--- config.mk ---
export PLATFORM = sky130hd
export DESIGN_NAME = isolated_star_pixel_counter
export DESIGN_NICKNAME = d
export VERILOG_FILES = /design/src/rtl/core/isp_pkg.sv /design/src/rtl/core/isp_ram.sv /design/src/rtl/core/isolated_star_pixel_counter.sv
export SDC_FILE = /design/constraint.sdc
export NUM_CORES = 1
export LEC_CHECK = 0
export BUFFER_PORTS_ARGS = -buffer_cell sky130_fd_sc_hd__buf_2
export CAP_MARGIN = 40
export CORE_MARGIN = 2
export CORE_UTILIZATION = 59
export CTS_BUF_LIST = sky130_fd_sc_hd__clkbuf_2
export CTS_CLUSTER_DIAMETER = 30
export DETAILED_ROUTE_END_ITERATION = 8
export PLACE_DENSITY_LB_ADDON = 0.05
export SLEW_MARGIN = 25
export SYNTH_ARGS = -nofsm -noshare
export SYNTH_HDL_FRONTEND = slang
export SYNTH_SLANG_ARGS = --single-unit
--- constraint.sdc ---
create_clock -name i_clk -period 7.2 [get_ports i_clk]
set_clock_uncertainty 0.15 [all_clocks]
set_input_delay 0.72 -clock i_clk [delete_from_list [all_inputs] [get_ports i_clk]]
set_output_delay 0.72 -clock i_clk [all_outputs]
set_load 0.05 [all_outputs]
--- src/rtl/core/isp_pkg.sv ---
package isp_pkg;

    localparam int PIX_W    = 8;
    localparam int CFG_W    = 8;
    localparam int COUNT_W  = 13;

    localparam logic [PIX_W-1:0]   STAR_CHAR = PIX_W'(42);
    localparam logic [COUNT_W-1:0] COUNT_MAX = {COUNT_W{1'b1}};

    localparam int MAX_COLS_DEF = 128;
    localparam int MAX_ROWS_DEF = 128;

    typedef enum logic {
        CFG_FRAME_ROWS = 1'b0,
        CFG_FRAME_COLS = 1'b1
    } t_cfg_idx;

    // one entry of the column store
    typedef struct packed {
        logic up;    // star bit of this column, row above
        logic cand;  // star still isolated apart from the row below
    } t_col_word;

    typedef struct packed {
        logic star;
        logic has_up;
        logic end_row;
        logic last_row;
    } t_pix_flags;

endpackage

--- src/rtl/core/isp_ram.sv ---
module isp_ram #(
    parameter int WIDTH = 2,
    parameter int DEPTH = 128
) (
    input  logic                     i_clk,
    input  logic                     i_we,
    input  logic [$clog2(DEPTH)-1:0] i_waddr,
    input  logic [WIDTH-1:0]         i_wdata,
    input  logic                     i_re,
    input  logic [$clog2(DEPTH)-1:0] i_raddr,
    output logic [WIDTH-1:0]         o_rdata
);

    logic [WIDTH-1:0] r_mem [DEPTH];
    logic [WIDTH-1:0] r_rdata;

    always_ff @(posedge i_clk) begin
        if (i_we) begin
            r_mem[i_waddr] <= i_wdata;
        end
        if (i_re) begin
            r_rdata <= r_mem[i_raddr];
        end
    end

    assign o_rdata = r_rdata;

endmodule

--- src/rtl/core/isolated_star_pixel_counter.sv ---
// Isolated star pixel counter.
// Pixels enter on i_valid/o_ready in row-major order, one byte per
// transaction; a byte of 42 is a star. frame_rows (index 0) and frame_cols
// (index 1) are set through the write port (i_cfg_we/i_cfg_idx/i_cfg_data)
// while the block is idle; 0 acts as 1 and values above the maximum clamp.
// After the last pixel of a frame one transaction on o_valid/i_ready carries
// the number of stars with no star among their eight neighbours (saturating
// at 8191); other pixels produce nothing.
// Throughput: one pixel per clock while o_ready is high. The count passes
// the compute stage and the output register. The rate is set by the column
// store, a simple dual-port RAM read in the accept cycle and written back
// from the compute stage, with a one-entry bypass for the entry just written.
// While a count waits in the output register pixels keep flowing; only the
// last pixel of the next frame stalls until the receiver takes the count.
// Reset clears position, count and window and marks every column entry as
// clear (one valid flop per column), so no clearing pass is needed. Both
// frame registers reset to 1.
module isolated_star_pixel_counter #(
    parameter int MAX_COLS = isp_pkg::MAX_COLS_DEF,
    parameter int MAX_ROWS = isp_pkg::MAX_ROWS_DEF
) (
    input  logic                        i_clk,
    input  logic                        i_rst_n,
    input  logic                        i_cfg_we,
    input  logic                        i_cfg_idx,
    input  logic [isp_pkg::CFG_W-1:0]   i_cfg_data,
    input  logic                        i_valid,
    output logic                        o_ready,
    input  logic [isp_pkg::PIX_W-1:0]   i_pixel_char,
    output logic                        o_valid,
    input  logic                        i_ready,
    output logic [isp_pkg::COUNT_W-1:0] o_star_count
);

    localparam int CW  = $clog2(MAX_COLS);
    localparam int RW  = $clog2(MAX_ROWS);
    localparam int CXW = CW + isp_pkg::CFG_W + 1;
    localparam int RXW = RW + isp_pkg::CFG_W + 1;
    localparam int WW  = $bits(isp_pkg::t_col_word);

    // configuration
    logic [isp_pkg::CFG_W-1:0] r_cfg_rows;
    logic [isp_pkg::CFG_W-1:0] r_cfg_cols;

    always_ff @(posedge i_clk) begin
        if (!i_rst_n) begin
            r_cfg_rows <= isp_pkg::CFG_W'(1);
            r_cfg_cols <= isp_pkg::CFG_W'(1);
        end else if (i_cfg_we) begin
            case (isp_pkg::t_cfg_idx'(i_cfg_idx))
                isp_pkg::CFG_FRAME_ROWS: r_cfg_rows <= i_cfg_data;
                isp_pkg::CFG_FRAME_COLS: r_cfg_cols <= i_cfg_data;
                default: ;
            endcase
        end
    end

    // accept stage: position and frame edges
    logic [CW-1:0]  r_col;
    logic [RW-1:0]  r_row;
    logic [CXW-1:0] cols_eff;
    logic [RXW-1:0] rows_eff;
    logic           accept;
    isp_pkg::t_pix_flags s0_flags;

    always_comb begin
        if (r_cfg_cols == '0) begin
            cols_eff = CXW'(1);
        end else if (CXW'(r_cfg_cols) > CXW'(MAX_COLS)) begin
            cols_eff = CXW'(MAX_COLS);
        end else begin
            cols_eff = CXW'(r_cfg_cols);
        end
        if (r_cfg_rows == '0) begin
            rows_eff = RXW'(1);
        end else if (RXW'(r_cfg_rows) > RXW'(MAX_ROWS)) begin
            rows_eff = RXW'(MAX_ROWS);
        end else begin
            rows_eff = RXW'(r_cfg_rows);
        end
        s0_flags.star     = (i_pixel_char == isp_pkg::STAR_CHAR);
        s0_flags.has_up   = (r_row != '0);
        s0_flags.end_row  = (CXW'(r_col) + CXW'(1)) >= cols_eff;
        s0_flags.last_row = (RXW'(r_row) + RXW'(1)) >= rows_eff;
    end

    assign accept = i_valid & o_ready;

    always_ff @(posedge i_clk) begin
        if (!i_rst_n) begin
            r_col <= '0;
            r_row <= '0;
        end else if (accept) begin
            if (s0_flags.end_row) begin
                r_col <= '0;
                r_row <= s0_flags.last_row ? '0 : r_row + RW'(1);
            end else begin
                r_col <= r_col + CW'(1);
            end
        end
    end

    // compute stage
    logic                r_s1_v;
    logic [CW-1:0]       r_s1_col;
    isp_pkg::t_pix_flags r_s1;
    logic                s1_emit;
    logic                s1_fire;

    logic r_left, r_left2, r_up1, r_up2, r_cand_prev;
    logic [isp_pkg::COUNT_W-1:0] r_count;
    logic [isp_pkg::COUNT_W-1:0] count_sat;
    logic [isp_pkg::COUNT_W:0]   count_sum;
    logic [2:0]                  n_inc;

    logic                 r_out_v;
    logic [isp_pkg::COUNT_W-1:0] r_out_data;

    // column store, bypass and valid bits
    logic [MAX_COLS-1:0]  r_vld;
    logic                 r_vld_q;
    logic                 r_byp_v;
    isp_pkg::t_col_word   r_byp_word;
    logic [WW-1:0]        ram_q;
    isp_pkg::t_col_word   rd_word;

    logic                 r_pend_v;
    logic [CW-1:0]        r_pend_addr;
    isp_pkg::t_col_word   r_pend_word;
    logic                 n_pend_v;
    logic [CW-1:0]        n_pend_addr;
    isp_pkg::t_col_word   n_pend_word;

    logic                 item_we;
    logic [CW-1:0]        item_addr;
    isp_pkg::t_col_word   item_word;
    logic                 pend_create;
    logic                 pend_flush;
    logic                 wr_en;
    logic [CW-1:0]        wr_addr;
    isp_pkg::t_col_word   wr_word;

    logic col_nz, above, nc_left, nc_here;
    logic inc_ul, inc_left, inc_up, inc_here;

    assign s1_emit = r_s1.end_row & r_s1.last_row;
    assign s1_fire = r_s1_v & (~s1_emit | ~r_out_v | i_ready);
    assign o_ready = ~r_s1_v | s1_fire;

    always_comb begin
        if (r_byp_v) begin
            rd_word = r_byp_word;
        end else if (r_vld_q) begin
            rd_word = isp_pkg::t_col_word'(ram_q);
        end else begin
            rd_word = '0;
        end

        col_nz   = (r_s1_col != '0);
        above    = r_s1.has_up & rd_word.up;
        // pixel above-left closes, and the pixel to the left gets its flag
        nc_left  = r_left & ~r_up2 & ~r_up1 & ~above & ~r_left2 & ~r_s1.star;
        inc_ul   = col_nz & r_s1.has_up & r_cand_prev & ~r_left2 & ~r_left & ~r_s1.star;
        inc_left = col_nz & r_s1.last_row & nc_left;
        // right edge: pixel above and this pixel close
        nc_here  = r_s1.star & ~r_up1 & ~above & ~r_left;
        inc_up   = r_s1.end_row & r_s1.has_up & rd_word.cand & ~r_left & ~r_s1.star;
        inc_here = r_s1.end_row & r_s1.last_row & nc_here;

        n_inc     = 3'({2'b0, inc_ul}) + 3'({2'b0, inc_left})
                  + 3'({2'b0, inc_up}) + 3'({2'b0, inc_here});
        count_sum = {1'b0, r_count} + (isp_pkg::COUNT_W + 1)'(n_inc);
        count_sat = (count_sum > {1'b0, isp_pkg::COUNT_MAX}) ? isp_pkg::COUNT_MAX
                                                            : count_sum[isp_pkg::COUNT_W-1:0];
    end

    // write-back: the entry left of each pixel as it leaves the compute stage; at a row end the
    // entry of the last column waits in a one-entry pending slot
    always_comb begin
        item_we   = s1_fire & (col_nz | r_s1.end_row);
        item_addr = col_nz ? r_s1_col - CW'(1) : '0;
        item_word = col_nz ? isp_pkg::t_col_word'{up: r_left, cand: nc_left}
                           : isp_pkg::t_col_word'{up: r_s1.star, cand: nc_here};

        pend_create = s1_fire & r_s1.end_row & col_nz;
        pend_flush  = ~item_we & r_pend_v;

        wr_en   = item_we | r_pend_v;
        wr_addr = item_we ? item_addr : r_pend_addr;
        wr_word = item_we ? item_word : r_pend_word;

        n_pend_v    = pend_create | (r_pend_v & ~pend_flush);
        n_pend_addr = pend_create ? r_s1_col : r_pend_addr;
        n_pend_word = pend_create ? isp_pkg::t_col_word'{up: r_s1.star, cand: nc_here}
                                  : r_pend_word;
    end

    isp_ram #(
        .WIDTH (WW),
        .DEPTH (MAX_COLS)
    ) u_col_ram (
        .i_clk   (i_clk),
        .i_we    (wr_en),
        .i_waddr (wr_addr),
        .i_wdata (WW'(wr_word)),
        .i_re    (accept),
        .i_raddr (r_col),
        .o_rdata (ram_q)
    );

    always_ff @(posedge i_clk) begin
        if (!i_rst_n) begin
            r_vld    <= '0;
            r_pend_v <= 1'b0;
            r_byp_v  <= 1'b0;
        end else begin
            if (wr_en) begin
                r_vld[wr_addr] <= 1'b1;
            end
            r_pend_v <= n_pend_v;
            if (accept) begin
                r_byp_v <= (wr_en & (wr_addr == r_col)) | (n_pend_v & (n_pend_addr == r_col));
            end
        end
    end

    always_ff @(posedge i_clk) begin
        r_pend_addr <= n_pend_addr;
        r_pend_word <= n_pend_word;
        if (accept) begin
            r_vld_q    <= r_vld[r_col];
            r_byp_word <= (wr_en & (wr_addr == r_col)) ? wr_word : n_pend_word;
            r_s1_col   <= r_col;
            r_s1       <= s0_flags;
        end
    end

    always_ff @(posedge i_clk) begin
        if (!i_rst_n) begin
            r_s1_v      <= 1'b0;
            r_left      <= 1'b0;
            r_left2     <= 1'b0;
            r_up1       <= 1'b0;
            r_up2       <= 1'b0;
            r_cand_prev <= 1'b0;
            r_count     <= '0;
            r_out_v     <= 1'b0;
        end else begin
            if (accept) begin
                r_s1_v <= 1'b1;
            end else if (s1_fire) begin
                r_s1_v <= 1'b0;
            end

            if (s1_fire) begin
                if (r_s1.end_row) begin
                    r_left  <= 1'b0;
                    r_left2 <= 1'b0;
                    r_up1   <= 1'b0;
                    r_up2   <= 1'b0;
                end else begin
                    r_left  <= r_s1.star;
                    r_left2 <= r_left;
                    r_up1   <= above;
                    r_up2   <= r_up1;
                end
                r_cand_prev <= rd_word.cand;
                r_count     <= s1_emit ? '0 : count_sat;
            end

            if (s1_fire & s1_emit) begin
                r_out_v <= 1'b1;
            end else if (i_ready) begin
                r_out_v <= 1'b0;
            end
        end
    end

    always_ff @(posedge i_clk) begin
        if (s1_fire & s1_emit) begin
            r_out_data <= count_sat;
        end
    end

    assign o_valid      = r_out_v;
    assign o_star_count = r_out_data;

    // a new pending write never finds the slot still occupied
    a_pend_free: assert property (@(posedge i_clk) disable iff (!i_rst_n)
        !(pend_create && r_pend_v))
        else $error("pending column write overwritten");

    // a count appears only after the last pixel of a frame went through
    a_out_source: assert property (@(posedge i_clk) disable iff (!i_rst_n)
        $rose(r_out_v) |-> $past(s1_fire && s1_emit))
        else $error("count raised without a frame end");

    // the column position stays inside the store
    a_col_range: assert property (@(posedge i_clk) disable iff (!i_rst_n)
        (CXW'(r_col) < CXW'(MAX_COLS)))
        else $error("column position out of range");

endmodule

======== Word-level counts from Yosys, hierarchy flattened ========
Memory sizes are Yosys's and may differ from the RTL's. A register that Yosys moved wholly into a read port is not among the register bits.
Cells that the tools add are included.
Widths: inputs -> output; s select.
word-level totals
  flip-flop bits (word level) ............. 216
  memory bits (writable) .................. 256
  input port bits ......................... 22
  output and inout port bits .............. 15
  logic and storage cells ................. 141
  memories kept ........................... 1
memories
  name             words  width  read ports  clocked after Yosys merged registers in  wr ports  line           source
  u_col_ram.r_mem  128    2      1           1                                        1         isp_ram.sv:14  logic [WIDTH-1:0] r_mem [DEPTH];
cells by class
  add/subtract/negate cells ............... 9
  $lt $le $gt $ge ......................... 8
  equal/unequal tests ..................... 3
  multiplexer cells ....................... 31
  bitwise gates (word level) .............. 52
  reduce and logical (&&, ||, !) cells .... 10
operator list
  operator              count
  $or 128x128->128      1
  $mux 7                5
  $and 1x1->1           32
  $ge 8x16->1           2
  $mux 8                4
  $mux 13               2
  $add 7x1->8 const B   2
  $gt 8x8->1 const B    2
  $logic_not 8->1       2
  $lt 7x8->1 const B    2
  $add 13x3->14         1
  $add 7x1->7 const B   2
  $eq 7x7->1            2
  $gt 14x13->1 const B  1
  $reduce_bool 7->1     2
  $mux 1                12
  $mux 2                6
  $not 1->1             12
  $eq 8x6->1 const B    1
  $bmux 1 s7            1
  $demux 1 s7           1
  $ge 7x1->1 const B    1
  $or 1x1->1            7
  $sub 7x1->7 const B   1
  other kinds (6)       9

======== Logic depth before layout (Yosys ltp) ========
  word-level depth ........................ 15
  gate-level depth with buffers ........... 18
  gate-level depth less buffers ........... 16

======== Modules after synthesis ========
A second synthesis with hierarchy kept.
unflattened totals
  cells, all modules ...................... 1,643
  area, all modules ....................... 20,528.4 µm²
modules (own cells, without submodules)
  module                       times used  cells an instance  area an instance (µm²)  seq. area each (µm²)
  isp_ram                      1           611                10,632.7                7,747.4
  isolated_star_pixel_counter  1           1,032              9,895.7                 4,594.4

======== Least setup slack after synthesis ========
OpenSTA, ideal clock, no wires.
  path kind ............................... register to register
  from .................................... reg r_s1_col[0]
  to ...................................... mem u_col_ram.r_mem[0][0], data pin
  setup time .............................. 1.206 ns
  arrival ................................. 6.521 ns
  setup slack ............................. -0.677 ns
  cell stages (with the launch flop) ...... 10
  path through ............................ edfxtp_1 -> inv_1 -> ha_1 -> or3b_1 -> buf_2 -> nor2_1 -> nor2_1 -> nor4b_1 -> a31oi_1 -> o21ai_0
on the way
  word-level cells in the longest chain between the ends .. 4
  elaborated cells between the ends (all ways) .. 5
  those cells by class .................... 2 x mux; 2 x bitwise; 1 x reduce/logical
ends and longest elaborated chain
  item                      line                                source
  start, declared           isolated_star_pixel_counter.sv:105  logic [CW-1:0] r_s1_col;
  start signal, assigned    isolated_star_pixel_counter.sv:233  r_s1_col <= r_col;
  $reduce_bool 7->1 (*)     isolated_star_pixel_counter.sv:159  col_nz = (r_s1_col != '0);
  $or 1x1->1                isolated_star_pixel_counter.sv:180  item_we = s1_fire & (col_nz | r_s1.end_row);
  $and 1x1->1               isolated_star_pixel_counter.sv:180
  $mux 2 (*)                isolated_star_pixel_counter.sv:190  wr_word = item_we ? item_word : r_pend_word;
  net u_col_ram.i_wdata[0]  isp_ram.sv:8                        input logic [WIDTH-1:0] i_wdata,
  end, declared             isp_ram.sv:14
The timed path passes the listed nets; every way through them passes the cells marked *.

==> impl_metrics.csv <==
group,metric,value,unit
outcome,status,"completed",
job,max_cap_viol_count,0,
clocking,cts.sinks,474,
timing,tightest_slew,0.8586,ns
route,route.detailed.drc,0,
floorplan,fp.dieW,187.7,um
timing,rsz0062_at_grt,"no",
synth,synth_edf_count,285,
synth,async_reset_ff_frac,0,
synth,synth_top_area_frac,0.4298,
placed_design,place_area,20570,um^2
synth,synthTopCellsByArea,"edfxtp_1, dfxtp_1, mux4_2",
layout,drive_gt1_frac,0.2257,
clocking,insertion_delay,1.05,ns
clocking,cts_tree,"yes",
route,vias,12870,
synth,synth_fp_nets,1521,
global_route,grt_pass1_wl,69.91,mm
route,drtAntennaViolNets,0,
layout,area_growth,10.92,%
global_route,antenna_found_initial,1,
global_route,grt_overflow,0,
clocking,root_buffer,"clkbuf_2",
floorplan,die_area,35230,um^2
timing,setup_violations,0,
layout,final_cell_area,22090,um^2
worst_setup_path,crit_path_end_kind,"flip-flop",
worst_setup_path,path_class,"flip-flop to flip-flop",
timing,hold_violations,0,
timing,period_share,0.6363,
global_route,grt_max_degree,73,
clocking,numCtsBuffers,117,
route,dr.pass1.iters,5,
synth,synthFlopType,"edfxtp_1",
worst_setup_path,startpoint_type,"flip-flop",
clocking,cts_resized,0,
floorplan,fp.coreArea,33360,um^2
worst_setup_path,worstPathArrival,5.39,ns
synth,ys_seq_area_frac,0.6198,
worst_setup_path,path_max_fanout,40,
synth,yosysWarnings,0,
timing,max-slew-margin-rel,0.4276,
power_and_ir_drop,powerDensity,253.7,nW/um^2
route,via_per_inst,5.986,
worst_hold_path,hold_path.class,"flip-flop to flip-flop",
synth,syn-cell-area,19910,um^2
synth,synth-seq-cells,474,
timing,layout_min_cycle_time,4.581,ns
synth,yosysUniqueCellTypes,65,
route,drt-total-wl,44.34,mm
layout,mostFrequentLayoutCell,"edfxtp_1",
power_and_ir_drop,p_leak,7.589,nW
global_route,grt_use_total,0.2569,
worst_setup_path,required,8.01,ns
synth,syn_inst,1475,
global_route,grt_pass1_vias,12996,
placed_design,hpwl,27.48,mm
timing,timing.fmax,0.2183,GHz
floorplan,rows,67,
clocking,h-tree-depth,3,
route,drt_iter0_drc,1058,
floorplan,io_pins,37,
power_and_ir_drop,max-vdd-ir-drop,0.1430,mV
synth,syn_avg_cell_area,13.50,um^2
layout,nNetsFinal,1645,
placed_design,routabilityCongestion,0.8087,
timing,maxSlewViolCount,0,
clocking,clkSlewWorstSetupHoldPaths,0.10,ns
layout,most-common-layout-cells,"edfxtp_1, dfxtp_1, clkbuf_2, nor2_1, o21a_1",
clocking,clockBufferDepth,3,
layout,post-route-util,0.6620,
floorplan,start_util,0.5968,
timing,whs,0.3158,ns
floorplan,die_h,187.7,um
route,wl_per_cell,20.62,um
placed_design,io_buffers,36,
synth,synth_top_area_cell,"edfxtp_1",
timing,tns,0,ns
[cells in the mapped netlist, drive strengths merged (3+ instances only)]
cell     number
xnor2        16
a21boi       17
a31oi         4
a22oi        14
nand4        23
nor2        166
fa            3
a311oi        6
buf          15
a211oi        3
xor2          7
o21ai        25
inv          29
nor3b         3
nor3          5
a21o          8
a22o          3
and3         14
a2111oi       5
and2          6
nor2b         8
o21a        132
a21oi        37
nor4          4
ha           21
a32oi         7
o22ai         5
mux2          8
nand2b       13
nand2       126
mux4        108
dfxtp       189
mux2i         7
nand3b        6
edfxtp      285
nand3        49
or3           9
clkbuf       66
[final timing paths]
path / startpoint / endpoint / slack (ns) / depth (start not counted)
max reg2reg: r_col[2] / r_row[0] / 2.62 / 11
max: r_col[2] / r_row[0] / 2.62 / 11
min: r_vld[67] / r_vld[67] / 0.32 / 1
min reg2reg: r_vld[67] / r_vld[67] / 0.32 / 1
[sequential cells by signal, indices dropped and copies added (netlist names), 2 cells and up]
register,count
o_star_count,13
r_byp_word,2
r_cfg_cols,8
r_cfg_rows,8
r_col,7
r_count,13
r_pend_addr,7
r_pend_word,2
r_row,7
r_s1,4
r_s1_col,7
r_vld,128
u_col_ram.o_rdata,2
u_col_ram.r_mem,256
[area by class of cell]
class	instances	area, um^2
Timing Repair Buffer	86	703.2
Antenna cell	1	2.502
Clock buffer	176	880.8
Clock inverter	45	300.3
Fill cell	2557	11280
Sequential cell	474	12350
Multi-Input combinational cell	890	7176
Tap cell	448	560.5
Inverter	30	112.6
[layer usage]
layer | track usage | vias up | part of all wire
met4 | 0.1087 | 0 | 0.030
met5 | 0 | - | 0
li1 | - | 5937 | -
met1 | 0.3385 | 6406 | 0.42
met2 | 0.4179 | 427 | 0.49
met3 | 0.05465 | 100 | 0.061
[where the power goes]
| part | leakage (nW) | switching [mW] | internal [mW] | total, mW |
|---|---|---|---|---|
| Clock | 0.871 | 1.07 | 0.807 | 1.88 |
| Combinational | 2.59 | 0.420 | 0.233 | 0.653 |
| Sequential | 4.13 | 0.0554 | 3.01 | 3.07 |
| Total | 7.59 | 1.55 | 4.05 | 5.60 |
[cell families (layout without fill, tap and decap cells)]
family | Yosys count | count (layout) | synth area share
AND/OR/NAND/NOR | 443 | 443 | 0.1020
buffers and inverters | 111 | 337 | 0.02193
AO/OA/AOI/OAI | 277 | 277 | 0.09935
adder cells (fa/ha/maj) | 24 | 24 | 0.01621
flip-flops | 474 | 474 | 0.6198
other | 0 | 1 | 0
multiplexers | 123 | 123 | 0.1306
XOR/XNOR | 23 | 23 | 0.01012
[per-stage QoR]
step | std cells | total power [mW] | setup slack, ns
finish | 2150 | 5.604 | 2.619
global route | 2150 | 5.844 | 2.297
floorplan | 1475 | 3.568 | 0.7707
global placement | 1895 | 3.745 | 2.898
detailed placement | 1898 | 3.767 | 2.721
CTS | 2146 | 5.649 | 2.707
[critical path, stage by stage (launching register included)]
cell and delay, ns:
dfxtp_2 0.32, buf_4 0.47, inv_1 0.36, nor2_1 0.58
nand4_1 0.30, xnor2_1 0.23, ha_1 0.34, and4b_1 0.20
o22ai_1 0.58, inv_1 0.24, a21boi_1 0.51, mux2_2 0.25
[what timing repair did]
action	4_1_cts	5_1_grt
endpoints found under the setup margin	0	0
hold buffers	27	0
setup buffers	0	0
endpoints found under the hold margin	46	0
(Power assumes the default switching activity.)
